$ cat src/vrbm_pkg.sv
// Shared types, constants and register indexes for the variable radius box mean block.
`timescale 1ns / 1ps
package vrbm_pkg;

  // Default geometry, handed to the top level as parameter defaults
  localparam int unsigned MAX_ROWS_DEF   = 64;
  localparam int unsigned MAX_COLS_DEF   = 64;
  localparam int unsigned NUM_PARTS_DEF  = 4;
  localparam int unsigned MAX_RADIUS_DEF = 7;

  // Coordinate arithmetic width: covers the largest grid and centre plus radius
  localparam int unsigned GRID_W = 11;

  localparam int unsigned VAL_W  = 8;
  localparam int unsigned FRAC_W = 16;
  localparam int unsigned Q_W    = 24;   // quotient bits of the mean
  localparam int unsigned CNT_OUT_W = 8;

  localparam int unsigned CFG_IDX_W  = 3;
  localparam int unsigned CFG_DATA_W = 7;
  localparam int unsigned RAD_REG_W  = 3;
  localparam int unsigned NUM_RAD_REGS = 4;

  localparam logic [CFG_IDX_W-1:0] REG_ROWS       = 3'd0;
  localparam logic [CFG_IDX_W-1:0] REG_COLS       = 3'd1;
  localparam logic [CFG_IDX_W-1:0] REG_RAD_ONE    = 3'd2;
  localparam logic [CFG_IDX_W-1:0] REG_RAD_TWO    = 3'd3;
  localparam logic [CFG_IDX_W-1:0] REG_RAD_THREE  = 3'd4;
  localparam logic [CFG_IDX_W-1:0] REG_RAD_FOUR   = 3'd5;

  localparam logic KIND_WRITE = 1'b0;
  localparam logic KIND_QUERY = 1'b1;

  typedef struct packed {
    logic       kind;
    logic [5:0] row;
    logic [5:0] col;
    logic [7:0] cell_value;
    logic [2:0] part_label;
  } in_t;

  typedef struct packed {
    logic [23:0] mean_q16;
    logic [7:0]  used_count;
  } out_t;

endpackage

$ cat src/vrbm_div.sv
// Radix-2 restoring divider for the window mean: (sum << 16) / count, 24 quotient bits.
`timescale 1ns / 1ps
module vrbm_div #(
  parameter int unsigned CNT_W = 8,
  localparam int unsigned SUM_W = CNT_W + vrbm_pkg::VAL_W
) (
  input  logic                    clk_i,
  input  logic                    rst_ni,
  input  logic                    start_i,
  input  logic [SUM_W-1:0]        sum_i,
  input  logic [CNT_W-1:0]        den_i,
  output logic                    done_o,
  output logic [vrbm_pkg::Q_W-1:0] quot_o
);
  import vrbm_pkg::*;

  localparam int unsigned IT_W = $clog2(Q_W);

  logic             run_q, run_d;
  logic             done_q, done_d;
  logic [IT_W-1:0]  it_q, it_d;
  logic [CNT_W:0]   rem_q, rem_d;
  logic [Q_W-1:0]   sh_q, sh_d;
  logic [CNT_W-1:0] den_q, den_d;
  logic [CNT_W:0]   trial;
  logic             qbit;

  // The mean never exceeds 255.0, so sum >> 8 is already below the count and
  // only the low 24 dividend bits need a step each.
  always_comb begin
    trial  = {rem_q[CNT_W-1:0], sh_q[Q_W-1]};
    qbit   = (trial >= {1'b0, den_q});
    run_d  = run_q;
    done_d = 1'b0;
    it_d   = it_q;
    rem_d  = rem_q;
    sh_d   = sh_q;
    den_d  = den_q;
    if (start_i) begin
      run_d = 1'b1;
      it_d  = '0;
      rem_d = {1'b0, sum_i[SUM_W-1:VAL_W]};
      sh_d  = {sum_i[VAL_W-1:0], {FRAC_W{1'b0}}};
      den_d = den_i;
    end else if (run_q) begin
      rem_d = qbit ? (trial - {1'b0, den_q}) : trial;
      sh_d  = {sh_q[Q_W-2:0], qbit};
      it_d  = it_q + 1'b1;
      if (it_q == IT_W'(Q_W - 1)) begin
        run_d  = 1'b0;
        done_d = 1'b1;
      end
    end
  end

  always_ff @(posedge clk_i or negedge rst_ni) begin
    if (!rst_ni) begin
      run_q  <= 1'b0;
      done_q <= 1'b0;
      it_q   <= '0;
    end else begin
      run_q  <= run_d;
      done_q <= done_d;
      it_q   <= it_d;
    end
  end

  always_ff @(posedge clk_i) begin
    rem_q <= rem_d;
    sh_q  <= sh_d;
    den_q <= den_d;
  end

  assign done_o = done_q;
  assign quot_o = sh_q;

endmodule

$ cat config.mk
export PLATFORM = sky130hd
export DESIGN_NAME = vrbm_div
export DESIGN_NICKNAME = d
export VERILOG_FILES = /design/src/vrbm_pkg.sv /design/src/vrbm_div.sv
export SDC_FILE = /design/constraint.sdc
export NUM_CORES = 1
export LEC_CHECK = 0
export BUFFER_PORTS_ARGS = -buffer_cell sky130_fd_sc_hd__buf_2
export CORE_UTILIZATION = 25
export DETAILED_ROUTE_END_ITERATION = 16
export SETUP_SLACK_MARGIN = 0.2
export SYNTH_ARGS = -nofsm -noshare
export SYNTH_HDL_FRONTEND = slang
export SYNTH_SLANG_ARGS = --single-unit
$ cat constraint.sdc
create_clock -name clk_i -period 1.9 [get_ports clk_i]
set_input_delay 0.095 -clock clk_i [delete_from_list [all_inputs] [get_ports clk_i]]
set_output_delay 0.095 -clock clk_i [all_outputs]
set_load 0.02 [all_outputs]
Yosys cells after proc, flatten, opt, wreduce, memory -nomap -nowiden
Cells that the tools add are included.

$lt $le $gt $ge: 1. Eq/ne operators: 1. Reductions and logical operators: 1. Muxes and demuxes: 13. Add/sub/neg operators: 2.

Operators by type and width (count): 2-to-1 mux 24 bit (2); 2-to-1 mux 8 bit (3); 2-to-1 mux 5 bit (2); greater-or-equal comparator 9 x 8 -> 1 bit (1); subtractor 8 bit (1); 2-to-1 mux 1 bit (6); adder 5 x 1 -> 5 bit (second input constant) (1); == test 5 bit (second input constant) (1); nonzero test 2 bit (1).

Bits in registers: 47. Output and inout port bits: 25. Logic and storage cells: 25.

Logic depth before layout (Yosys ltp)
Gate-level depths: netlist (run 1).

Word-level depth: 4. Gate-level depth with buffers: 8. Gate-level depth less buffers: 8.

Worst setup path after synthesis (run 1)
Ideal clock, no wire load.

Path kind: reg-to-reg. Start: reg sh_q[23], in the netlist quot_o[23]. End: reg rem_q[6] (data pin). Data arrival time: 1.846 ns. Setup time: 0.152 ns. Slack: -0.098 ns. Stages on the path, launching flop included: 9. Path buffers: 0. Required time: 1.748 ns. Clock period less this slack: 1.998 ns. Cell sequence: edfxtp_1 inv_1 ha_1 fa_1 nor2b_1 o31a_2 mux2i_1 o22ai_1 a31oi_1.

Cells in the longest elaborated chain, start to end: 4.

Ends and longest elaborated chain: from (decl) (line vrbm_div.sv:23) `logic [Q_W-1:0] sh_q, sh_d;`; from (signal assigned) (line vrbm_div.sv:70) `sh_q <= sh_d;`; subtractor 8 bit or greater-or-equal comparator 9 x 8 -> 1 bit (tied branches) (line vrbm_div.sv:46, vrbm_div.sv:32); 2-to-1 mux 8 bit (*) (line vrbm_div.sv:46) `rem_d = qbit ? (trial - {1'b0, den_q}) : trial;`; 2-to-1 mux 8 bit (*) (line vrbm_div.sv:45) `end else if (run_q) begin`; 2-to-1 mux 8 bit (*) (line vrbm_div.sv:39) `if (start_i) begin`; named net rem_d[6] (line vrbm_div.sv:22) `logic [CNT_W:0] rem_q, rem_d;`; to (signal assigned) (line vrbm_div.sv:69) `rem_q <= rem_d;`; to (decl) (line vrbm_div.sv:22).

The timed path passes the listed nets; every way through them passes the cells marked *. The select of a mux whose other input is x is not followed. A chain may end at the register's enable or synchronous reset.

Worst setup path after layout (run 1)
Start: reg rem_q[5]. End: reg rem_q[0] (data pin).

Cells in the longest elaborated chain, start to end: 4.

Ends and longest elaborated chain: greater-or-equal comparator 9 x 8 -> 1 bit (line vrbm_div.sv:32) `qbit = (trial >= {1'b0, den_q});`; 2-to-1 mux 8 bit (line vrbm_div.sv:46); 2-to-1 mux 8 bit (line vrbm_div.sv:45); 2-to-1 mux 8 bit (line vrbm_div.sv:39); named net rem_d[0] (line vrbm_div.sv:22).

The timed path passes the listed nets, and every way through them passes these cells. The select of a mux whose other input is x is not followed.

==> impl_metrics.tcl, run 1 <==
set metrics [dict create \
    outcome "finished with violations" \
    violations "setup timing" \
    clkPwrFrac_pct 17.2 \
    syn_area_per_cell_sq_um 11.0 \
    hold_viol 0 \
    insertion_delay_ns 0.30 \
    worstSetupPathType "register to register" \
    hp-start "sum_i[0]" \
    cp-startpoint "rem_q[5]$_DFFE_PP_" \
    synth_cell_types 44 \
    cts_buffers 5 \
    pin_count 52 \
    root_buffer "clkbuf_8" \
    first_iter_violations 86 \
    synth_most_common_cell "nor2_1" \
    worst_pin_slew_ns 0.497 \
    worstPathArrival_ns 1.98 \
    drive_gt1_share_pct 35.6 \
    drtAntennaViolNets 0 \
    grt_pass1_vias 1868 \
    die_y_um 98.8 \
    synthCells 214 \
    grt_pass1_wl_um 8880 \
    clock_skew_ns 0.0135 \
    r2r-start "rem_q[5]$_DFFE_PP_" \
    holdCritPathClass "input pin to register" \
    die_width_um 98.8 \
    wl_per_cell_um 13.5 \
    yosysSeqAreaShare_pct 51.9 \
    pwr-share-comb_pct 44.8 \
    grt_antenna_before_repair 0 \
    power_switching_mw 1.26 \
    rows 34 \
    synth.top_cells.by_area "edfxtp_1 31%, dfxtp_1 14%, mux2i_1 7.7%" \
    synth_edf_count 24 \
    place_hpwl_um 3890 \
    die_area_sq_um 9770 \
    num_antenna_cells 0 \
    finalSetupViolCount 6 \
    tritoncts "done" \
    max_freq_ghz 0.514 \
    crit_fanout 8 \
    routabilityCongestion 0.758 \
    p_leak_nw 1.45 \
    grt-ovfl-total 0 \
    synth_warnings 0 \
    worst_slew_margin_rel_pct 66.8 \
    grt_max_degree 40 \
    synth_top_area_share_pct 30.7 \
    min_period_ns 1.95 \
    start_util_pct 26.4 \
    seqPwrFrac_pct 38.0 \
    dominantRegCellSynth "edfxtp_1" \
    ir_worst_vdd_mv 0.490 \
    synth_nets 251 \
    p_sw_share_pct 35.4 \
    async_flop_share_pct 14.9 \
    wl_um 5420 \
    intPower_mw 2.29 \
    rsz0062_at_grt "true" \
    powerDensity_nw_per_um2 1130 \
    track_usage_pct 11.4 \
    vias 1848 \
    viasPerCell 4.62 \
    fin_nets 328 \
    dpl_worst_slack_ns -0.0900 \
    area_growth_pct 33.5 \
    synth_commonest_cells "32 x nor2_1, 24 x edfxtp_1, 18 x mux2i_1, 16 x dfxtp_1, 14 x nand2_1" \
    fin_tns_setup_ns -0.155 \
    synth_area_sq_um 2340 \
    post-route-period-util_pct 102 \
    fin_ws_ns -0.0461 \
    synth_seq_cells 47 \
    worstSetupStartpointType "register" \
    synth_top_cell_by_area "edfxtp_1" \
    cp-end-kind "register" \
    report.final.slew_viol_count 0 \
    cts.sinks 47 \
    path_clk_slew_ns 0.10 \
    clockBufferDepth 2 \
    cp.required_ns 1.93 \
    drc 0 \
    dr.pass1.iters 4 \
    cts-htree-levels 2 \
    cap_violations 0 \
    port_buffers 51 \
    coreArea_sq_um 8890 \
]
[cell usage in the layout, fill, tap and decap left out, types with 5 or more instances in the layout]
cell	count
nor2_1	32
a22o_1	7
edfxtp_1	24
clkbuf_8	5
inv_1	11
mux2i_1	18
a31oi_1	5
dlygate4sd3_1	9
o21ai_0	5
nand3_1	6
dfrtp_1	7
ha_4	5
buf_4	17
dfxtp_1	16
buf_2	51
nand2_1	14
[power by group through the flow]
stage / registers (mW) / logic (mW) / clock network [mW]
after floorplan: 1.37 / 0.960 / 0
after global placement: 1.35 / 1.39 / 0
after detailed placement: 1.35 / 1.41 / 0
after CTS: 1.34 / 1.52 / 0.638
after global routing: 1.36 / 1.73 / 0.681
final: 1.35 / 1.59 / 0.609
[per-layer routing]
metal	track usage (%)	vias up	wire, um
li1	-	924	-
met1	14.5	871	2440
met2	19.0	51	2590
met3	3.76	2	366
met4	2.53	0	21
met5	0	-	0
[worst max-delay path: stages, from the launching register on]
cell and delay (ns):
edfxtp_1 0.46, ha_4 0.30, a21oi_4 0.13, nand2_2 0.10, a211o_4 0.39, nor4_1 0.24, a311oi_1 0.07
[layout make-up]
| class | count | area, sq um |
|---|---|---|
| Clock inverter | 3 | 18.8 |
| Multi-Input combinational cell | 144 | 1130 |
| Sequential cell | 47 | 1220 |
| Tap cell | 108 | 135 |
| Timing Repair Buffer | 80 | 507 |
| Fill cell | 901 | 5760 |
| Inverter | 13 | 51.3 |
| Clock buffer | 5 | 68.8 |
[path summary, 6_finish.rpt]
path / to / slack, ns / cells past startpoint
max: rem_q[0]$_DFFE_PP_ / -0.05 / 6
min: quot_o[16]$_DFFE_PP_ / 0.07 / 3
max reg2reg: rem_q[0]$_DFFE_PP_ / -0.05 / 6
min reg2reg: quot_o[15]$_SDFFE_PP0P_ / 0.53 / 2
max in group asynchronous: run_q$_DFF_PN0_ / 1.59 / 2
min in group asynchronous: it_q[4]$_DFFE_PN0P_ / 0.14 / 2
[metrics by stage]
stage	util [%]	power [mW]	hold slack [ns]	area, sq um	std cells
finish	35.2	3.55	0.0668	3130	400
global route	35.2	3.78	0.0691	3130	400
floorplan	-	2.33	-0.201	2380	214
global placement	32.1	2.74	-0.0603	2860	381
CTS	34.8	3.50	0.0537	3090	399
detailed placement	32.1	2.77	-0.0613	2860	381
[what timing repair did]
action,in CTS,in global routing
pin swaps,5,9
gates resized for setup,13,7
setup endpoints to repair,9,9
cloned,0,0
hold endpoints to repair,15,0
hold buffers,9,0
buffers inserted,1,1
[cell families after synthesis]
logic type	count (synthesis)	share of synthesized area, %
compound gates	42	15.3
xor+xnor	6	2.24
fa+ha+maj	10	5.66
buf+inv	23	3.84
flops	47	51.9
mux	18	7.68
simple gates	68	13.4
[registers in the layout (all words and copies together), names as in the netlist]
register	cells
den_q	8
done_o	1
it_q	5
quot_o	24
rem_q	8
run_q	1
No activity file was read; power rests on OpenSTA's default activity.
==> inputs of run 2 (changes only) <==
--- a/config.mk
+++ b/config.mk
@@ -5,6 +5,7 @@
 export SDC_FILE = /design/constraint.sdc
 export NUM_CORES = 1
 export LEC_CHECK = 0
+export ABC_AREA = 1
 export BUFFER_PORTS_ARGS = -buffer_cell sky130_fd_sc_hd__buf_2
 export CORE_UTILIZATION = 25
 export DETAILED_ROUTE_END_ITERATION = 16
==> run 2 against run 1 <==
Net effect:
- the run ends with DRC left
- final cell count rose by 14%
- synthesized cell count up 24%
- clock power is 13% higher
- register-to-register slack gained 0.11 ns
- non-clock buffer count is 3 lower
- clock skew decreased by 0.0062 ns
- hold slack improved by 0.0027 ns
- setup slack better by 0.11 ns
- power decreased by 0.83%
- design area rose by 0.76%
- critical path type unchanged
==> impl_metrics.tcl, run 2 <==
set metrics [dict create \
    synth_top_area_share_pct 31.2 \
    fin_ws_ns 0.0638 \
    cpMaxStageDelayCell "edfxtp_1" \
    worstSetupStartpointType "register" \
    synth_area_sq_um 2310 \
    worst_pin_slew_ns 0.625 \
    start_util_pct 26.1 \
    clock_skew_ns 0.00725 \
    clkPwrFrac_pct 19.5 \
    fin_nets 382 \
    grt-ovfl-total 0 \
    path_depth 10 \
    synth-xor-area-share_pct 1.14 \
    synth.top_cells.by_area "edfxtp_1 31%, dfxtp_1 14%, nand2_1 11%" \
    cts-htree-levels 2 \
    pin_count 52 \
    die_y_um 98.1 \
    max_freq_ghz 0.545 \
    cap_violations 0 \
    holdCritPathClass "input pin to register" \
    violations "DRC" \
    fin_tns_setup_ns 0 \
    synthCells 265 \
    p_leak_nw 1.50 \
    dominantRegCellSynth "edfxtp_1" \
    yosysSeqAreaShare_pct 52.7 \
    r2r_cells 10 \
    intPower_mw 2.23 \
    hp-start "sum_i[1]" \
    dpl_worst_slack_ns 0.0254 \
    fillCellCount 932 \
    crit_family "simple AND/OR/NAND/NOR gates" \
    synth_warnings 0 \
    drc 2 \
    worstSetupPathType "register to register" \
    first_iter_violations 66 \
    r2r-start "rem_q[3]$_DFFE_PP_" \
    viasPerCell 4.48 \
    grt_max_degree 33 \
    yosys.area_share.simple_pct 24.1 \
    routabilityCongestion 0.801 \
    cts.sinks 47 \
    worst_slew_margin_rel_pct 58.3 \
    rows 34 \
    ir_worst_vdd_mv 0.452 \
    report.final.slew_viol_count 0 \
    crit-reg2reg-capture "rem_q[1]$_DFFE_PP_" \
    hold_path_end "quot_o[17]$_DFFE_PP_" \
    cp-end-kind "register" \
    seqPwrFrac_pct 37.3 \
    area_growth_pct 36.5 \
    die_area_sq_um 9630 \
    cp.required_ns 1.96 \
    syn_area_per_cell_sq_um 8.72 \
    synth_top_family_by_area "simple AND/OR/NAND/NOR gates" \
    async_flop_share_pct 14.9 \
    cpPeakStageDelay_ns 0.46 \
    insertion_delay_ns 0.30 \
    placed_area_sq_um 2700 \
    synth_top_cell_by_area "edfxtp_1" \
    post-route-period-util_pct 96.6 \
    final_common_cell "nand2_1" \
    synth-compound-area-share_pct 7.04 \
    utilization_pct 35.6 \
    num_antenna_cells 0 \
    grt_pass1_wl_um 9380 \
    wl_um 5650 \
    finalSetupViolCount 0 \
    p_sw_share_pct 36.8 \
    outcome "finished with violations" \
    worstPathArrival_ns 1.89 \
    grt_pass1_vias 2032 \
    synth_most_common_cell "nand2_1" \
    pwr-share-comb_pct 43.1 \
    min_delay_path_depth 3 \
    synth_cell_types 28 \
    wl_per_cell_um 12.4 \
    clockBufferDepth 2 \
    drive_gt1_share_pct 32.7 \
    layout_common_cells "59 x nand2_1, 51 x buf_2, 45 x inv_1" \
    largest_register_ffs 24 \
    rsz0062_at_grt "true" \
    crit_fanout 5 \
    cpMostUsedCell "nand2_2" \
    synth_seq_cells 47 \
    root_buffer "clkbuf_8" \
    die_width_um 98.1 \
    muxShareOfSynthArea_pct 0 \
    synth_fa_ha_area_share_pct 5.74 \
    path_clk_slew_ns 0.09 \
    track_usage_pct 12.1 \
    fin_area_sq_um 3150 \
    drtAntennaViolNets 0 \
    holdWs_ns 0.0694 \
    coreArea_sq_um 8850 \
    cts_buffers 5 \
    synth_edf_count 24 \
    port_buffers 51 \
    place_hpwl_um 3820 \
    hold_viol 0 \
    power_switching_mw 1.30 \
    dr.pass1.iters 12 \
    powerDensity_nw_per_um2 1120 \
    synth_nets 302 \
    tritoncts "done" \
    grt_antenna_before_repair 0 \
    min_period_ns 1.84 \
    r2r_setup_slack_ns 0.06 \
    worst-path-buf-inv 1 \
    vias 2035 \
    synth_commonest_cells "68 x nand2_1, 47 x inv_1, 30 x nand3_1, 24 x edfxtp_1, 16 x dfxtp_1" \
    path_cells "ha_4, nand2_2, inv_2, nand4_1, nand2_2, nand2_4, nand2_4, nand2_2, nand3_1, nand2_1" \
]
[run 2: changes by cell type after synthesis, moves of 4 or more]
cell      before  now
a22o_1         7    0
nor2_1        32    6
inv_1         13   47
nand2_1       14   68
mux2i_1       18    0
o22ai_1        2   15
o21ai_0        9    5
a31oi_1        5    0
a21oi_1        1    7
clkbuf_1       6    2
nand3_1        6   30
[run 2: kinds of logic after synthesis]
group                      Yosys count
AOI/OAI and AO/OA                   28
buffers and inverters               56
adders and majority gates           10
and+or+nand+nor                    121
xor gates and xnor gates             3
DFF                                 47
[run 2: metrics by stage]
| step | cells | power (mW) |
|---|---|---|
| floorplan | 265 | 2.13 |
| global placement | 421 | 2.40 |
| detailed placement | 421 | 2.40 |
| CTS | 445 | 3.29 |
| global route | 454 | 3.76 |
| finish | 454 | 3.52 |
[run 2: final cells by class]
| class | count | area (sq um) | area share, % |
|---|---|---|---|
| clock buffer | 7 | 97.6 | 3.10 |
| clock inverter | 1 | 6.26 | 0.198 |
| inverter | 49 | 184 | 5.83 |
| multi-input combinational | 165 | 1040 | 33.0 |
| sequential | 47 | 1220 | 38.6 |
| tap | 108 | 135 | 4.29 |
| timing repair buffer | 77 | 473 | 15.0 |
[run 2: metal layers]
layer	routed length (um)	vias up	track usage, %
met5	0	-	0
li1	-	1027	-
met4	60	0	4.20
met2	2730	50	20.2
met3	303	7	2.65
met1	2560	951	15.4
[run 2: worst max path at each step]
stage,from,to
floorplan,quot_o[23]$_DFFE_PP_,rem_q[6]$_DFFE_PP_
global route,rem_q[3]$_DFFE_PP_,rem_q[3]$_DFFE_PP_
finish,rem_q[3]$_DFFE_PP_,rem_q[1]$_DFFE_PP_
CTS,rem_q[3]$_DFFE_PP_,rem_q[2]$_DFFE_PP_
global placement,rem_q[3]$_DFFE_PP_,rem_q[4]$_DFFE_PP_
detailed placement,rem_q[3]$_DFFE_PP_,rem_q[2]$_DFFE_PP_
[run 2: timing repair]
| item | CTS | global route |
|---|---|---|
| hold buffers | 9 | 0 |
| endpoints found under the setup margin | 9 | 9 |
| cloned | 2 | 1 |
| pin swaps | 6 | 13 |
| endpoints found under the hold margin | 15 | 0 |
| buffers inserted | 5 | 8 |
| resized for setup | 9 | 17 |
[run 2: tightest hold or removal path: stages]
cell and delay [ns]:
buf_2 0.07, nand2_1 0.04, nand2_1 0.05
[run 2: power groups by stage]
stage	registers [mW]	logic [mW]	clock network [mW]
3_5_place_dp	1.31	1.09	0
3_3_place_gp	1.31	1.08	0
4_1_cts	1.31	1.28	0.699
5_1_grt	1.33	1.68	0.748
6_report	1.31	1.52	0.688
2_1_floorplan	1.33	0.803	0
==> inputs of run 3 (changes only) <==
--- a/config.mk
+++ b/config.mk
@@ -5,9 +5,9 @@
 export SDC_FILE = /design/constraint.sdc
 export NUM_CORES = 1
 export LEC_CHECK = 0
-export ABC_AREA = 1
+export ABC_AREA = 0
 export BUFFER_PORTS_ARGS = -buffer_cell sky130_fd_sc_hd__buf_2
-export CORE_UTILIZATION = 25
+export CORE_UTILIZATION = 37
 export DETAILED_ROUTE_END_ITERATION = 16
 export SETUP_SLACK_MARGIN = 0.2
 export SYNTH_ARGS = -nofsm -noshare
==> run 3 against run 2 <==
Net effect:
- the run ends with setup timing left
- combinational power increased by 17%
- hold slack improved by 0.020 ns
- first-iteration DRC count increased by 68%
- global-route usage increased by 4.2 points
- largest power group unchanged
- fmax decreased by 6.8%
- sequential power increased by 4%
==> impl_metrics.tcl, run 3 (synthesis gave the netlist of run 1 again) <==
set metrics [dict create \
    holdCritPathClass "input pin to register" \
    cts_buffers 5 \
    cts.sinks 47 \
    tritoncts "done" \
    grt_util_met3_pct 3.67 \
    drtAntennaViolNets 0 \
    drc 0 \
    met2_usage_pct 25.8 \
    wl_um 5230 \
    start_util_pct 38.9 \
    outcome "finished with violations" \
    intPower_mw 2.46 \
    cp.required_ns 1.93 \
    worstSetupPathType "register to register" \
    grt_max_degree 31 \
    viasPerCell 5.01 \
    grt_antenna_before_repair 0 \
    placed_area_sq_um 2810 \
    worst_slew_margin_rel_pct 68.1 \
    die_width_um 81.6 \
    coreArea_sq_um 6030 \
    min_period_ns 1.97 \
    met1_usage_pct 22.7 \
    multiInputGateArea_sq_um 1200 \
    dr.pass1.iters 4 \
    violations "setup timing" \
    cap_violations 0 \
    clkPwrFrac_pct 16.6 \
    seqPwrFrac_pct 36.1 \
    die_area_sq_um 6660 \
    first_iter_violations 111 \
    port_buffers 51 \
    worstSetupStartpointType "register" \
    grt_pass1_wl_um 8220 \
    fin_area_sq_um 3180 \
    dp.cells 347 \
    worst_pin_slew_ns 0.477 \
    place_hpwl_um 3630 \
    seqCellArea_sq_um 1220 \
    routabilityCongestion 0.787 \
    fillCellCount 571 \
    final_common_cell "buf_2" \
    clockBufferDepth 2 \
    die_y_um 81.6 \
    track_usage_pct 16.3 \
    grt_pass1_vias 1719 \
    globalRoute.busiestLayer "met2" \
    path_clk_slew_ns 0.09 \
    power_switching_mw 1.31 \
    rows 28 \
    clock_skew_ns 0.00606 \
    p_leak_nw 1.47 \
    insertion_delay_ns 0.29 \
    layout_common_cells "51 x buf_2, 32 x nor2_1, 24 x edfxtp_1" \
    crit_fanout 8 \
    powerDensity_nw_per_um2 1190 \
    fin_nets 330 \
    finalSetupViolCount 7 \
    worstPathArrival_ns 2.00 \
    stdcell_count 369 \
    rsz0062_at_grt "true" \
    cp-end-kind "register" \
    ir_worst_vdd_mv 0.530 \
    area_growth_pct 35.5 \
    post-route-period-util_pct 104 \
    cts-htree-levels 2 \
    grt-ovfl-total 0 \
    vias 1847 \
    hold_viol 0 \
    num_antenna_cells 0 \
    pwr-share-comb_pct 47.3 \
    max_freq_ghz 0.508 \
    fin_ws_ns -0.0699 \
    pin_count 52 \
    p_sw_share_pct 34.8 \
    largest_register_ffs 24 \
    drive_gt1_share_pct 38.4 \
    wl_per_cell_um 14.2 \
    report.final.slew_viol_count 0 \
    root_buffer "clkbuf_8" \
]
run 3: changes by cell type in the layout (fill, tap and decap cells not counted), moves of 4 or more:
cell	change
nand2_1	-45
nand2_2	-11
o22ai_1	-15
nand3_1	-20
inv_1	-35
a31oi_1	+5
a21oi_1	-5
nor2_1	+26
mux2i_1	+18
a22o_1	+7
nand2_4	-4
nand3_2	-4
run 3: timing repair:
item	in CTS	in global routing
hold endpoints to repair	15	0
hold buffers	9	0
gates resized for setup	19	9
pin swaps	11	7
setup endpoints to repair	9	9
buffers inserted	2	3
run 3: layer usage:
metal  share of wire, %  vias to the layer above  wire [um]
met3                3.7                        2        194
met2                 48                       37       2540
met4               0.29                        0         15
li1                   -                      924          -
met5                  0                        -          0
met1                 48                      884       2490
run 3: worst paths after layout:
check                      cells past startpoint                endpoint              startpoint  slack [ns]
setup / recovery                               7      rem_q[1]$_DFFE_PP_      den_q[1]$_DFFE_PP_       -0.07
hold / removal                                 3    quot_o[16]$_DFFE_PP_                sum_i[0]        0.09
setup reg to reg                               7      rem_q[1]$_DFFE_PP_      den_q[1]$_DFFE_PP_       -0.07
hold reg to reg                                2  quot_o[2]$_SDFFE_PP0P_  quot_o[2]$_SDFFE_PP0P_        0.52
max in group asynchronous                      2     it_q[2]$_DFFE_PN0P_                  rst_ni        1.58
min in group asynchronous                      2        done_o$_DFF_PN0_                  rst_ni        0.16
run 3: area by class of cell:
type,count,area share [%]
timing repair buffer,82,16.4
multi-input combinational,144,37.8
clock buffer,6,2.60
clock inverter,2,0.472
sequential,47,38.3
inverter,13,1.54
tap,75,2.95
run 3: worst max-delay path: stages, from the launching register on:
cell and delay, ns:
edfxtp_1 0.41, inv_2 0.09, ha_4 0.20, nor2b_4 0.13, o31a_4 0.31, o21a_4 0.28, nor4_4 0.22, a311oi_1 0.07
run 3: power groups by stage:
| stage | registers, mW | logic [mW] | clock network (mW) |
|---|---|---|---|
| 6_report | 1.36 | 1.78 | 0.626 |
| 2_1_floorplan | 1.37 | 0.960 | 0 |
| 3_5_place_dp | 1.35 | 1.42 | 0 |
| 5_1_grt | 1.38 | 1.93 | 0.690 |
| 4_1_cts | 1.35 | 1.66 | 0.654 |
| 3_3_place_gp | 1.35 | 1.41 | 0 |
run 3: stage by stage:
stage / hold slack (ns) / power [mW] / TNS [ns] / util (%) / setup slack [ns]
2_1_floorplan: -0.201 / 2.33 / -0.00477 / - / -0.00354
3_5_place_dp: -0.0574 / 2.77 / -0.626 / 46.6 / -0.113
5_1_grt: 0.0847 / 4.00 / -0.808 / 52.7 / -0.149
3_3_place_gp: -0.0563 / 2.76 / -0.254 / 46.6 / -0.0717
4_1_cts: 0.0836 / 3.66 / -0.190 / 51.6 / -0.0398
6_report: 0.0895 / 3.77 / -0.325 / 52.7 / -0.0699
