`src/vrbm_ram.sv`:
```
// Generic simple dual-port RAM with one registered read port.
`timescale 1ns / 1ps
module vrbm_ram #(
  parameter int unsigned WIDTH = 8,
  parameter int unsigned DEPTH = 16,
  localparam int unsigned AW = (DEPTH > 1) ? $clog2(DEPTH) : 1
) (
  input  logic             clk_i,
  input  logic             we_i,
  input  logic [AW-1:0]    waddr_i,
  input  logic [WIDTH-1:0] wdata_i,
  input  logic [AW-1:0]    raddr_i,
  output logic [WIDTH-1:0] rdata_o
);

  logic [WIDTH-1:0] mem_q [DEPTH];
  logic [WIDTH-1:0] rdata_q;

  always_ff @(posedge clk_i) begin
    if (we_i) begin
      mem_q[waddr_i] <= wdata_i;
    end
    rdata_q <= mem_q[raddr_i];
  end

  assign rdata_o = rdata_q;

endmodule

```
`config.mk`:
```
export PLATFORM = sky130hd
export DESIGN_NAME = vrbm_ram
export DESIGN_NICKNAME = d
export VERILOG_FILES = /design/src/vrbm_ram.sv
export SDC_FILE = /design/constraint.sdc
export NUM_CORES = 1
export LEC_CHECK = 0
export BUFFER_PORTS_ARGS = -buffer_cell sky130_fd_sc_hd__clkbuf_2
export CORE_ASPECT_RATIO = 1.75
export CORE_MARGIN = 3
export CORE_UTILIZATION = 25
export CTS_BUF_LIST = sky130_fd_sc_hd__clkbuf_16
export DETAILED_ROUTE_END_ITERATION = 10
export GPL_TIMING_DRIVEN = 0
export PLACE_DENSITY = 0.43
export SKIP_LAST_GASP = 1
export SYNTH_ARGS = -nofsm -noshare
export SYNTH_HDL_FRONTEND = slang
export SYNTH_SLANG_ARGS = --single-unit
```
`constraint.sdc`:
```
create_clock -name clk_i -period 2.8 [get_ports clk_i]
set_clock_uncertainty 0.1 [all_clocks]
set_input_delay 0.56 -clock clk_i [delete_from_list [all_inputs] [get_ports clk_i]]
set_output_delay 0.56 -clock clk_i [all_outputs]
set_load 0.05 [all_outputs]
```
# [After elaboration in Yosys (flattened, before gate mapping)]
# Memories as Yosys holds them, arrays and structs flattened. A register that Yosys moved wholly into a read port is not among the register bits.
# Cells that the tools add are included.
[word_totals] in_bits=18 latch_bits=0 memories=1 output_inout_bits=8 romBits=0 reg_bits=0 mem_bits_rw=128 elab_cells=3
[op_classes] n_reduce_logical=0 n_lt_le_gt_ge=0 n_eq_ne=0 mul=0 bitwise_logic=0 addsub=0 div=0 n_mux=2 n_shift=0
[memory_table] memory="mem_q" depth=16 word_bits=8 rd=1 rd_clocked_by_memory_dff=1 write_ports=1 line="16" source="logic [WIDTH-1:0] mem_q [DEPTH];"
[ops] op="$mux 1" count=2

# [Logic depth before layout (Yosys ltp)]
# Gate-level depths: netlist of run 1.
[depth] ltp_word=2 ltp_mapped=5 depth_no_buf=3

# [Worst setup path before layout of run 1]
# Ideal clock, no wire load.
[synth_path] path_kind="input -> register" from="input port waddr_i[2]" to="memory mem_q[0][0], enable pin" arrival_ns=1.670 setup_ns=0.383 path_slack_ns=0.647 stages=2 path_cell_list="or3b_2 > nor3_1"
[synth_lines] item="from (decl)" line="10" source="input logic [AW-1:0] waddr_i,"
[synth_lines] item="to (decl)" line="16"
# No word-level cell before the write port.

# [Worst setup path in the final report of run 1]
[layout_path] from="input port waddr_i[3]" to="memory mem_q[4][5], enable pin"
# No word-level cell before the write port.

==> results of run 1 <==
==> critical path, delay by kind of cell <==
kind	cells	cell delay, ns
buffers and inverters	1	0.11
AND/OR/NAND/NOR	2	1.24
==> layout make-up <==
type	count	share of cell area, %
flip-flops and latches	136	63.91
multi-input cells	83	17.04
clock buffers	17	6.790
well taps	245	4.893
clock inverters	15	4.074
repair buffers	24	1.917
plain buffers	10	1.378
==> per-stage QoR <==
step	instance area, um^2	setup TNS (ns)
2_1_floorplan	5147	0
3_3_place_gp	5574	-0.5644
3_5_place_dp	5584	0
4_1_cts	6265	0
5_1_grt	6265	0
6_report	6265	0
==> registers in the layout, summed over array words and instances, names as in the netlist <==
| signal | count |
|---|---|
| mem_q | 128 |
| rdata_o | 8 |
==> routing by layer <==
layer / GRT usage, % / share of wire (%)
met1: 11.57 / 37
met2: 19.33 / 57
met3: 2.593 / 3.3
met4: 5.768 / 2.8
met5: 0 / 0
==> cells in the mapped netlist <==
cell type,number
sky130_fd_sc_hd__a22oi_1,16
sky130_fd_sc_hd__and2_1,1
sky130_fd_sc_hd__and2b_1,1
sky130_fd_sc_hd__buf_2,3
sky130_fd_sc_hd__buf_4,1
sky130_fd_sc_hd__buf_6,3
sky130_fd_sc_hd__clkdlybuf4s25_2,3
sky130_fd_sc_hd__dfxtp_1,8
sky130_fd_sc_hd__edfxtp_1,128
sky130_fd_sc_hd__mux4_1,14
sky130_fd_sc_hd__mux4_2,18
sky130_fd_sc_hd__nand2_1,9
sky130_fd_sc_hd__nand2b_1,2
sky130_fd_sc_hd__nand3_1,1
sky130_fd_sc_hd__nand3b_1,2
sky130_fd_sc_hd__nor2_1,13
sky130_fd_sc_hd__nor2b_1,1
sky130_fd_sc_hd__nor3_1,4
sky130_fd_sc_hd__or3b_2,1
==> cell families after synthesis <==
| kind of cell | share of synthesized area, % |
|---|---|
| flip-flops | 77.78 |
| AND/OR/NAND/NOR | 3.184 |
| multiplexers | 15.02 |
| buffers and inverters | 1.677 |
| AO/OA/AOI/OAI | 2.334 |
==> how the worst max path moves through the flow <==
stage / cells past startpoint / slack [ns] / start / to
2_1_floorplan: 2 / 0.65 / waddr_i[2] / mem_q[0][0]
6_report: 3 / 0.82 / waddr_i[3] / mem_q[4][5]
3_5_place_dp: 3 / 0.31 / we_i / mem_q[12][6]
5_1_grt: 3 / 0.68 / waddr_i[3] / mem_q[4][5]
4_1_cts: 3 / 0.76 / we_i / mem_q[12][2]
3_3_place_gp: 3 / -0.07 / waddr_i[2] / mem_q[0][2]
==> cell usage in the layout, fill, tap and decap left out, drive strengths merged, types with 2 or more instances in the layout <==
cell type,Yosys,routed
edfxtp,128,128
clkinvlp,0,3
nand2b,2,2
buf,7,7
nor3,4,4
clkinv,0,5
clkbuf,0,41
a22oi,16,16
clkdlybuf4s25,3,3
mux4,32,32
bufinv,0,7
nand3b,2,2
dfxtp,8,8
nand2,9,9
nor2,13,13
==> power groups by stage <==
stage | Clock [mW] | Combinational, mW | Sequential, mW
2_1_floorplan | 0 | 0.116 | 2.38
3_3_place_gp | 0 | 0.276 | 2.33
3_5_place_dp | 0 | 0.280 | 2.33
4_1_cts | 2.60 | 0.280 | 2.29
5_1_grt | 2.67 | 0.290 | 2.29
6_report | 2.56 | 0.270 | 2.29
==> metrics list, run 1 <==
- Pins over their slew limit: 0
- Core footprint: between 15000 and 20000 um^2
- In this run the power spent charging and discharging nets is 1.006 mW.
* Cells traversed along the worst timing path: clkbuf_2, nand3b_1, nor3_1
- Vias after detailed routing: around 2300
- Hold Crit Depth: 1
* Overall die area: 22420 um^2
* Combinational share of power: 5.3%
- Setup Slack @ Placement: 0.3130 ns
* Iteration-0 DRC count of the detailed router: slightly below 100
- Hold EP: mem_q[7][6]
- The synthesized design devotes to its leading area cell type between 70% and 80% of total area.
* Final-layout worst hold slack: 0.5194 ns
- Count of inserted antenna diode cells: 0
- The worst setup path is captured at a register.
- Achievable Freq: 505.6 MHz
- The routed design could run at a clock period as short as around 2.0 ns.
- Global-route wire length before repair: between 15 and 20 mm
* Effective utilization at floorplan: between 20% and 30%
- The worst register-to-register path has a setup slack of 1.29 ns.
- Summing all multi-input logic gate instances after layout gives about 1100 um^2.
- The H-tree generated during clock tree synthesis spans 4 levels.
* Cells taking the most area after synthesis: sky130_fd_sc_hd__edfxtp_1 75%, sky130_fd_sc_hd__mux4_2 7.9%, sky130_fd_sc_hd__mux4_1 7.1%
* Synth cell types: 19
* Leakage power: slightly above 2 nW
- Synthesis produced a netlist with a net count of ~250.
- Entering global routing, the biggest net connects 17 pins.
* Detailed-routing iteration count for the pre-antenna-repair pass: 4
- Class of the most critical hold timing path: in -> reg
- Counting every sink on the clock net gives 136.
- Total of cells resized after clock tree synthesis: 0
- For this design, the CTS-stage hold fixing added 0 buffers.
- Summing internal, switching and leakage power gives 5.118 mW.
- Clk root buf: sky130_fd_sc_hd__clkbuf_16
- Max-cap violations in this run came to 0.
- Global routing used between 10 and 15% of the available tracks.
- Counting flops and latches in the post-synthesis netlist gives between 100 and 150.
- The cell area that synthesis handed to floorplanning was 5147 um^2.
* End of the worst register-to-register path: rdata_o[1]
- In the final routed layout, each cell accounts on average for approximately 22 um.
- FF/Latch Area: 4004 um^2
* Peak supply drop: 0.0003629 V
* Switching share of power: 19.66%
* RSZ-0062 raised after global routing: false
- Once routing completed, OpenROAD measured the worst setup slack at slightly above 0.8 ns.
* Startpoint of the lowest-slack hold path: wdata_i[6]
- The HPWL after detailed placement is a little under 8 mm.
- The worst setup path is launched from an input port.
* Number of endpoints with negative hold slack in the final report: 0
* Sequential Power Share: 44.7%
* Launch point of the worst reg-to-reg path: mem_q[1][1]
- Share of post-route cells with drive strength above 1: 29.82%
* CTS tree: done
- Worst slew pin tran: roughly 1.3 ns
- Arrival time at the worst endpoint: about 1.9 ns
- Number of synthesis warnings: 0
- Number of global-route vias before repair: approximately 2500
- Setup fix buffers added after clock tree synthesis: 0
* Clock share of power: roughly half
- Measured on the finished design, the core utilization comes to a little under a third.
- Height of the chip: between 150 and 200 um
* Cell at the slowest stage of the critical path: sky130_fd_sc_hd__nor3_1
- FILL cells: ~1900
* Worst-path fanout max: 8
- TritonCTS buffer count: 17
- The run finished with clean final reports.
- The detail route stage leaves a number of antenna-violating nets equal to 0.
* Max clock buf depth: 2
* Die width: ~110 um
* Final estimated routing congestion in global placement: 0.7868
- Number of antenna violations at the first check in global routing: 0
- For this run, design rule violations remaining after detail routing come to 0.
- Placed Cells: 498
- Counting every instance in the synthesized netlist gives 229.
- Final clock period utilization by the worst path: ~71%
* Number of top-level design ports: 26
- In this run the tightest slew margin relative to its limit is between 10% and 20%.
- Cell depth of the worst flop-to-flop path: 3
- The worst setup path is of the in -> reg kind.
- Number of failing setup endpoints in the final timing report: 0
- Cell internal power was estimated by the tool at 4.112 mW.
- Required time worst endpoint: around 2.7 ns
- Row cnt: 68
- On the worst path, the slowest cell contributes a delay of ~1.0 ns.
- CTS clock-pin slew for the worst setup and hold paths: about 0.050 ns
- Number of nets in the final layout: slightly below 300
- Via-per-instance ratio: ~4.4
- Dividing the synthesized area by the synthesized cell count gives ~22 um^2.
- For this block, the routed nets add up to about 11 mm of wire.
* Clock latency reported for the late side of the worst-skew pair: ~0.42 ns
- Sequential share of the synthesized area: about 80%
* Final std cells w/o fill: between 500 and 600
* Library cell occupying the most area in the post-synthesis netlist: sky130_fd_sc_hd__edfxtp_1
- Summed over all layers, the global routing overflow is 0.
- Total power density per cell area: between 800 and 900 nW/um^2
* Port-buffer cells: 24
* Layout overhead on the synthesized area: 21.71%
(Power assumes the default switching activity.)
==> run 2: changes to the inputs <==
--- a/config.mk
+++ b/config.mk
@@ -5,6 +5,7 @@
 export SDC_FILE = /design/constraint.sdc
 export NUM_CORES = 1
 export LEC_CHECK = 0
+export ABC_AREA = 1
 export BUFFER_PORTS_ARGS = -buffer_cell sky130_fd_sc_hd__clkbuf_2
 export CORE_ASPECT_RATIO = 1.75
 export CORE_MARGIN = 3
==> constraint.sdc (replaced) <==
create_clock -name clk_i -period 1.95 [get_ports clk_i]
set_clock_uncertainty 0.1 [all_clocks]
set_input_delay 0.39 -clock clk_i [delete_from_list [all_inputs] [get_ports clk_i]]
set_output_delay 0.39 -clock clk_i [all_outputs]
set_load 0.05 [all_outputs]
==> metrics list, run 2 <==
- Derived from the worst setup path, the maximum achievable clock frequency is about 650 MHz.
- The critical path arrival was 1.47 ns (-0.44 ns).
- Cell at the slowest stage of the critical path: sky130_fd_sc_hd__nor2_1
* Cells traversed along the worst timing path: clkbuf_2, nand3b_1, nor2_1
- FF/Latch Area: 4004 um^2 (unchanged)
- End of the worst register-to-register path: rdata_o[0]
- Total of cells resized after clock tree synthesis: 0 (unchanged)
- Final estimated routing congestion in global placement: 0.8916 (+13%)
- Share of post-route cells with drive strength above 1: 11.90% (-18 points)
* Overall die area: 25000 um^2 (+12%)
* Share of the synthesized area in the top cell type: 66.65% (-8.0 points)
* Tmin final: 1.535 ns
- The overflow left after global routing was 0 (unchanged).
- Row cnt: 72 (+5.9%)
- Via-per-instance ratio: 4.174 (-5.2%)
- The number of DRC markers after the initial detailed-route iteration came to 224 (+130%).
- The horizontal die dimension was 120.8 um (+5.5%).
- Synth cell types: 12 (-7)
- The worst stage delay on the critical path came to 0.71 ns (-0.30 ns).
- The die boundary height came to 206.9 um (+5.7%).
- The final routed DRC violation total came to 0 (unchanged).
- Worst slew pin tran: 0.8998 ns (-0.3877 ns)
* Total power density per cell area: 1003 nW/um^2 (+23%)
- Vias after detailed routing: 3761 (+61%)
* Stages on worst setup path: 3 (unchanged)
- FILL cells: 2332 (+23%)
- The highest ir drop seen on vdd is 0.0005255 V (+45%).
* Most instantiated cells after synthesis: 173 x sky130_fd_sc_hd__nand2_1, 128 x sky130_fd_sc_hd__edfxtp_1, 100 x sky130_fd_sc_hd__inv_1
* Result of the run: complete, no violations
* Layout overhead on the synthesized area: 18.33%
- The number of inserted diodes is 0 (unchanged).
- The cell count after synthesis is 551 (+140%).
- RSZ-0062 raised after global routing: false
- The layout net count came to 610 (+110%).
* CTS tree: done
- Max clock buf depth: 2 (unchanged)
- Global-route met1 utilization: 13.83% (+2.3 points)
- EDFF count, synth: 128 (unchanged)
- Final std cells w/o fill: 901 (+70%)
- The clock latency on the worst-skew pair is 0.42 ns (about the same).
- In this run the worst setup path terminates at mem_q[9][1].
* Wire length per cell after detailed routing: 17.78 um (-18%)
- Max reg flops: 128 (unchanged)
- Met3 usage in global routing: 2.072% (-0.52 points)
- The via count of the first global-routing pass is 3960 (+56%).
- The number of clock sinks was 136 (unchanged).
* Detail Route Antenna Nets: 0 (unchanged)
- The path class of the tightest hold or removal check is in -> reg.
- Commonest non-fill, non-tap cells in the layout: 173 x sky130_fd_sc_hd__nand2_1, 128 x sky130_fd_sc_hd__edfxtp_1, 103 x sky130_fd_sc_hd__inv_1, 97 x sky130_fd_sc_hd__nand3_1, 22 x sky130_fd_sc_hd__clkbuf_2
- Number of antenna violations at the first check in global routing: 0 (unchanged)
- The iteration count of the initial detailed-routing pass came to 4 (unchanged).
- Most common cell after layout, fill and taps aside: sky130_fd_sc_hd__nand2_1
* Proportion of synthesized flip-flops having asynchronous set or reset: 0% (unchanged)
* Routing layer with the top usage in global route: met2
- The initial cell density of the core is 25.71% (-0.036 points).
* TritonCTS buffer count: 17 (unchanged)
- Top delay family on crit path: simple AND/OR/NAND/NOR gates
- The floorplan core area is 22430 um^2 (+12%).
* Leading register cell type out of synthesis: sky130_fd_sc_hd__edfxtp_1
* Number of failing setup endpoints in the final timing report: 0 (unchanged)
* Multi-input gate area in the final layout: 1214 um^2 (+14%)
* Maximum number of pins on one net before global-route repair: 17 (unchanged)
- The most common cell in the synthesized netlist is sky130_fd_sc_hd__nand2_1.
* Leakage power: 2.904 nW (+40%)
* Type of element launching the critical path: input port
- Number of top-level design ports: 26 (unchanged)
* Setup fix buffers added after clock tree synthesis: 0 (unchanged)
- The worst setup path is of the in -> reg kind.
* Number of synthesis warnings: 0 (unchanged)
* CTS clock-pin slew for the worst setup and hold paths: 0.06 ns (about the same)
* Clk root buf: sky130_fd_sc_hd__clkbuf_16
- Cell area after synthesis: 5767 um^2 (+12%)
- Count of hold buffers inserted by post-cts repair: 0 (unchanged)
- # Max-Cap Violations: 0 (unchanged)
* Placed Cells: 869 (+74%)
- Worst reg2reg setup slack: 0.72 ns (-0.57 ns)
- Post-synth net total: 569 (+130%)
- Critical path capture point type: register
- Final clock period utilization by the worst path: 78.72%
- HPWL after DPL: 11.54 mm (+46%)
- Launch point of the worst reg-to-reg path: mem_q[4][0]
- The final number of hold-violating endpoints came to 0 (unchanged).
- Worst slew margin relative to its limit: 39.79% (+26 points)
- The required time of the worst setup path came to 1.89 ns (-0.84 ns).
- Setup TNS: 0 ns (unchanged)
* Worst-path fanout max: 8 (unchanged)
- Global-route wire length before repair: 24.33 mm (+46%)
- The aggregate routed wire length came to 16.02 mm (+40%).
* Pins over their slew limit: 0 (unchanged)
- The sequential area share after synthesis is 69.43% (-8.4 points).
- Met2 Track Usage GR: 26.15% (+6.8 points)
- Counting flops per register, the top entry is mem_q.
- Start point of the critical path: waddr_i[2]
- Cell depth of the worst flop-to-flop path: 6 (+3)
* Cells taking the most area after synthesis: sky130_fd_sc_hd__edfxtp_1 67%, sky130_fd_sc_hd__nand2_1 11%, sky130_fd_sc_hd__nand3_1 8.4%
- The number of port buffers came to 22 (-8.3%).
- The biggest area contributor in the post-synthesis netlist is sky130_fd_sc_hd__edfxtp_1.
- The mean area per synthesized cell was 10.47 um^2 (-53%).
- The overall fraction of global-route tracks in use is 13.73% (+2.9 points).
* CTS H-Tree Depth: 4 (unchanged)
- Number of buffer and inverter instances along the worst setup path: 1 (unchanged)
- Flip-flop and latch count after synthesis: 136 (unchanged)
[run 2: changes by cell type in the layout (fill, tap and decap cells not counted), moves of 3 or more]
| cell | previous run | this run |
|---|---|---|
| sky130_fd_sc_hd__inv_1 | 0 | 103 |
| sky130_fd_sc_hd__buf_4 | 1 | 4 |
| sky130_fd_sc_hd__clkbuf_16 | 17 | 21 |
| sky130_fd_sc_hd__mux4_2 | 18 | 0 |
| sky130_fd_sc_hd__nand3_1 | 1 | 97 |
| sky130_fd_sc_hd__a22oi_1 | 16 | 0 |
| sky130_fd_sc_hd__buf_6 | 3 | 6 |
| sky130_fd_sc_hd__nand2_1 | 9 | 173 |
| sky130_fd_sc_hd__clkdlybuf4s25_2 | 3 | 0 |
| sky130_fd_sc_hd__bufinv_16 | 7 | 0 |
| sky130_fd_sc_hd__mux4_1 | 14 | 0 |
| sky130_fd_sc_hd__buf_2 | 3 | 13 |
| sky130_fd_sc_hd__nor2_1 | 13 | 17 |
[run 2: cell families (layout without fill, tap and decap cells)]
family	count (synthesis)	after routing	synth area share [%]
flops	136	136	69.43
simple gates	289	289	21.05
buf+inv	126	180	9.525
[run 2: cell type report]
class                   count  share of cell area [%]
flip-flops and latches    136                   58.67
multi-input cells         289                   17.79
clock buffers              21                   7.701
inverters                 102                   5.611
well taps                 296                   5.427
plain buffers              24                   2.439
repair buffers             22                   1.614
clock inverters            11                  0.7517
[run 2: worst min-delay path by stage]
stage	from	end	cells after the start
finish	raddr_i[3]	rdata_o[2]	3
detailed placement	mem_q[10][6]	rdata_o[6]	6
global placement	mem_q[12][2]	rdata_o[2]	6
CTS	raddr_i[3]	rdata_o[1]	3
floorplan	wdata_i[0]	mem_q[0][0]	0
global route	raddr_i[3]	rdata_o[1]	3
[run 2: metal layers]
metal	up-vias	wire (um)	share of wire, %
li1	1855	-	-
met1	1798	5758	36
met2	82	9055	57
met3	26	505	3.2
met4	0	705	4.4
met5	-	0	0
[run 2: stage by stage]
| step | setup slack [ns] | util (%) | cell area, um^2 | hold WS, ns | total power, mW |
|---|---|---|---|---|---|
| final | 0.4151 | 30.42 | 6824 | 0.2984 | 6.843 |
| after global routing | 0.3240 | 30.42 | 6824 | 0.3255 | 7.074 |
| after CTS | 0.4142 | 30.42 | 6824 | 0.2823 | 6.902 |
| after detailed placement | -0.02515 | 27.85 | 6247 | 0.5599 | 3.864 |
| after global placement | -0.01586 | 27.85 | 6247 | 0.5685 | 3.861 |
| after floorplan | 0.5092 | - | 5767 | 0.3889 | 3.642 |
[run 2: tightest hold or removal path, stage by stage]
cell and delay [ns]:
sky130_fd_sc_hd__buf_1 0.20, sky130_fd_sc_hd__nand3_1 0.14, sky130_fd_sc_hd__nand2_1 0.04
[run 2: report_power, final]
part / leakage [nW] / switching (mW) / internal (mW) / total (mW)
combinational: 1.39 / 0.380 / 0.125 / 0.505
sequential: 1.22 / 0.0169 / 3.27 / 3.29
clock: 0.289 / 1.16 / 1.89 / 3.05
==> run 3: changes to the inputs <==
--- a/config.mk
+++ b/config.mk
@@ -13,7 +13,7 @@
 export CTS_BUF_LIST = sky130_fd_sc_hd__clkbuf_16
 export DETAILED_ROUTE_END_ITERATION = 10
 export GPL_TIMING_DRIVEN = 0
-export PLACE_DENSITY = 0.43
+export PLACE_DENSITY = 0.45
 export SKIP_LAST_GASP = 1
 export SYNTH_ARGS = -nofsm -noshare
 export SYNTH_HDL_FRONTEND = slang
==> constraint.sdc (replaced) <==
create_clock -name clk_i -period 1.3 [get_ports clk_i]
set_clock_uncertainty 0.1 [all_clocks]
set_input_delay 0.26 -clock clk_i [delete_from_list [all_inputs] [get_ports clk_i]]
set_output_delay 0.26 -clock clk_i [all_outputs]
set_load 0.05 [all_outputs]
==> metrics list, run 3 (synthesis results as in run 2) <==
- The overflow left after global routing was 0 (unchanged).
* Final clock period utilization by the worst path: 108.8%
* Die width: 120.8 um (unchanged)
* Row cnt: 72 (unchanged)
* FILL cells: 2300 (-1.4%)
- The leakage power was 2.904 nW (about the same).
- Pins over their slew limit: 0 (unchanged)
- Via-per-instance ratio: 4.215 (+0.98%)
- The startpoint identified for the worst register-to-register timing path is mem_q[7][5].
- CTS H-Tree Depth: 4 (unchanged)
* Share of the core filled with cells: 30.54% (+0.12 points)
* Placed Cells: 869 (unchanged)
- Cell at the slowest stage of the critical path: sky130_fd_sc_hd__nor2_1
- Critical path capture point type: register
- The final number of hold-violating endpoints is 0 (unchanged).
- The required time of the worst setup path came to 1.24 ns (-0.65 ns).
* Failing checks: setup timing
- Final estimated routing congestion in global placement: 0.9610 (+7.8%)
- Worst-path fanout max: 8 (unchanged)
- Post-placement cell area: 6247 um^2 (unchanged)
* Setup TNS: -1.653 ns (-1.653 ns)
* # Max-Cap Violations: 0 (unchanged)
- The clock transition at the register clock pins on the worst setup and hold paths after CTS was 0.05 ns (about the same).
* Height of the chip: 206.9 um (unchanged)
- The flip-flop count of the largest register after layout is 128 (unchanged).
- End of the worst register-to-register path: rdata_o[5]
- Peak supply drop: 0.0009000 V (+71%)
- Walking the worst path, the cells encountered are clkbuf_2, nand3b_1, nor2_1.
* Number of global-route vias before repair: 3890 (-1.8%)
- The clock latency on the worst-skew pair came to 0.42 ns (about the same).
- Global-route wire length before repair: 23.76 mm (-2.3%)
* Detail Route Antenna Nets: 0 (unchanged)
- Worst slew margin relative to its limit: 44.20% (+4.4 points)
- The final setup slack of the worst path was -0.1147 ns (-0.5298 ns).
* Tmin final: roughly 1.4 ns
- The area used by sequential logic in the layout came to 4006 um^2 (about the same).
- Detailed-routing iteration count for the pre-antenna-repair pass: 5 (+1)
- In this run the worst hold path is classified as in -> reg.
* Max clock buf depth: 2 (unchanged)
- The number of clock buffers inserted by TritonCTS is 17 (unchanged).
- Number of top-level design ports: 26 (unchanged)
- Port-buffer cells: 22 (unchanged)
- Total number of clock tree sinks: 136 (unchanged)
- CP Capture Point: mem_q[8][1]
- The library cells used most frequently in the layout, excluding fill and tap cells, are 173 x sky130_fd_sc_hd__nand2_1, 128 x sky130_fd_sc_hd__edfxtp_1, 106 x sky130_fd_sc_hd__inv_1, 97 x sky130_fd_sc_hd__nand3_1, 17 x sky130_fd_sc_hd__clkbuf_16.
- Worst reg2reg setup slack: 0.08 ns (-0.64 ns)
- Wire length per cell after detailed routing: 17.96 um (+0.97%)
- The worst setup path is launched from an input port.
- Setup repair after global routing could not meet its margin everywhere.
- The count of endpoints failing setup in the final report was 17 (+17).
- Multi-input gate area in the final layout: 1246 um^2 (+2.7%)
- Iteration-0 DRC count of the detailed router: 217 (-3.1%)
- The area enclosed by the die boundary was 25000 um^2 (unchanged).
* Most flops, register: mem_q
* Maximum number of pins on one net before global-route repair: 17 (unchanged)
- Core footprint: 22430 um^2 (unchanged)
- Final design area excluding fillers: 6850 um^2 (+0.39%)
* Overall Global Routing Usage: 13.52% (-0.21 points)
* Vias after detailed routing: 3798 (+0.98%)
- The layout net count came to 610 (unchanged).
* Cell depth of the worst flop-to-flop path: 6 (unchanged)
* Arrival time at the worst endpoint: 1.35 ns (-0.12 ns)
* CTS tree: done
- The power density relative to cell area came to 1428 nW/um^2 (+42%).
- Result of the run: finished, violations left
- Derived from the worst setup path, the maximum achievable clock frequency is between 700 and 800 MHz.
* Layout overhead on the synthesized area: 18.79%
- The setup path with the least slack is of type in -> reg.
- The aggregate routed wire length is 16.18 mm (+0.97%).
- Tracing the worst setup path back leads to its startpoint at waddr_i[2].
- The worst stage delay on the critical path was 0.70 ns (about the same).
- Clk root buf: sky130_fd_sc_hd__clkbuf_16
- The initial cell density of the core came to 25.71% (unchanged).
- The fraction of final layout cells with drive strength greater than 1 was 13.72% (+1.8 points).
- Count of inserted antenna diode cells: 0 (unchanged)
- Worst slew pin tran: 0.8339 ns (-0.06591 ns)
- HPWL after DPL: 11.48 mm (-0.49%)
* DRC: 0 (unchanged)
* Final std cells w/o fill: 901 (unchanged)
* Total power: 9.786 mW (+43%)
- Number of antenna violations at the first check in global routing: 1 (+1)
* Most common cell after layout, fill and taps aside: sky130_fd_sc_hd__nand2_1
[run 3: cell count changes in the layout (fill, tap and decap cells not counted), moves of 3 or more]
cell / previous run / this run
sky130_fd_sc_hd__nor2_1: 17 / 4
sky130_fd_sc_hd__nor2_2: 0 / 13
sky130_fd_sc_hd__clkbuf_2: 22 / 14
sky130_fd_sc_hd__buf_8: 0 / 5
sky130_fd_sc_hd__clkbuf_16: 21 / 17
sky130_fd_sc_hd__clkbuf_8: 0 / 3
sky130_fd_sc_hd__inv_1: 103 / 106
[run 3: report_power, final]
group	switching [mW]	total (mW)	internal [mW]
clock network	1.69	4.03	2.34
registers	0.0327	4.94	4.91
logic	0.575	0.817	0.242
total	2.30	9.79	7.48
[run 3: worst max-delay path: cells and delay by family]
kind / cells / cell delay [ns]
buffers and inverters: 1 / 0.10
and+or+nand+nor: 2 / 0.98
[run 3: routing by layer]
layer	global-route usage [%]	wire [um]	part of all wire [%]	up-vias
met1	13.02	5765	36	1802
li1	-	-	-	1854
met3	2.808	519	3.2	39
met5	0	11	0.068	-
met2	25.13	8885	55	101
met4	9.806	997	6.2	2
[run 3: metrics by stage]
| step | hold WS, ns | worst slack, ns |
|---|---|---|
| floorplan | 0.2589 | -0.01084 |
| global placement | 0.5500 | -0.5647 |
| detailed placement | 0.5503 | -0.5735 |
| CTS | 0.2068 | -0.1323 |
| global route | 0.2353 | -0.1825 |
| finish | 0.2324 | -0.1147 |
[run 3: how the worst min path moves through the flow]
stage	from	to	slack (ns)	depth (start not counted)
final	raddr_i[3]	rdata_o[5]	0.23	3
after CTS	raddr_i[3]	rdata_o[5]	0.21	3
after global placement	mem_q[10][6]	rdata_o[6]	0.55	6
after floorplan	wdata_i[0]	mem_q[0][0]	0.26	0
after global routing	raddr_i[3]	rdata_o[6]	0.24	3
after detailed placement	mem_q[10][6]	rdata_o[6]	0.55	6
[run 3: layout make-up]
cell class              count  share of cell area, %
well taps                 296                  5.406
inverters                 102                  5.589
clock inverters            15                 0.8950
multi-input cells         289                  18.19
flip-flops and latches    136                  58.48
clock buffers              17                  6.210
plain buffers              24                  2.502
repair buffers             22                  2.721
[run 3: repair_timing]
action / CTS / global route
gates resized for setup: 19 / 19
endpoints found under the setup margin: 80 / 104
buffers inserted: 0 / 0
hold buffers: 0 / 0
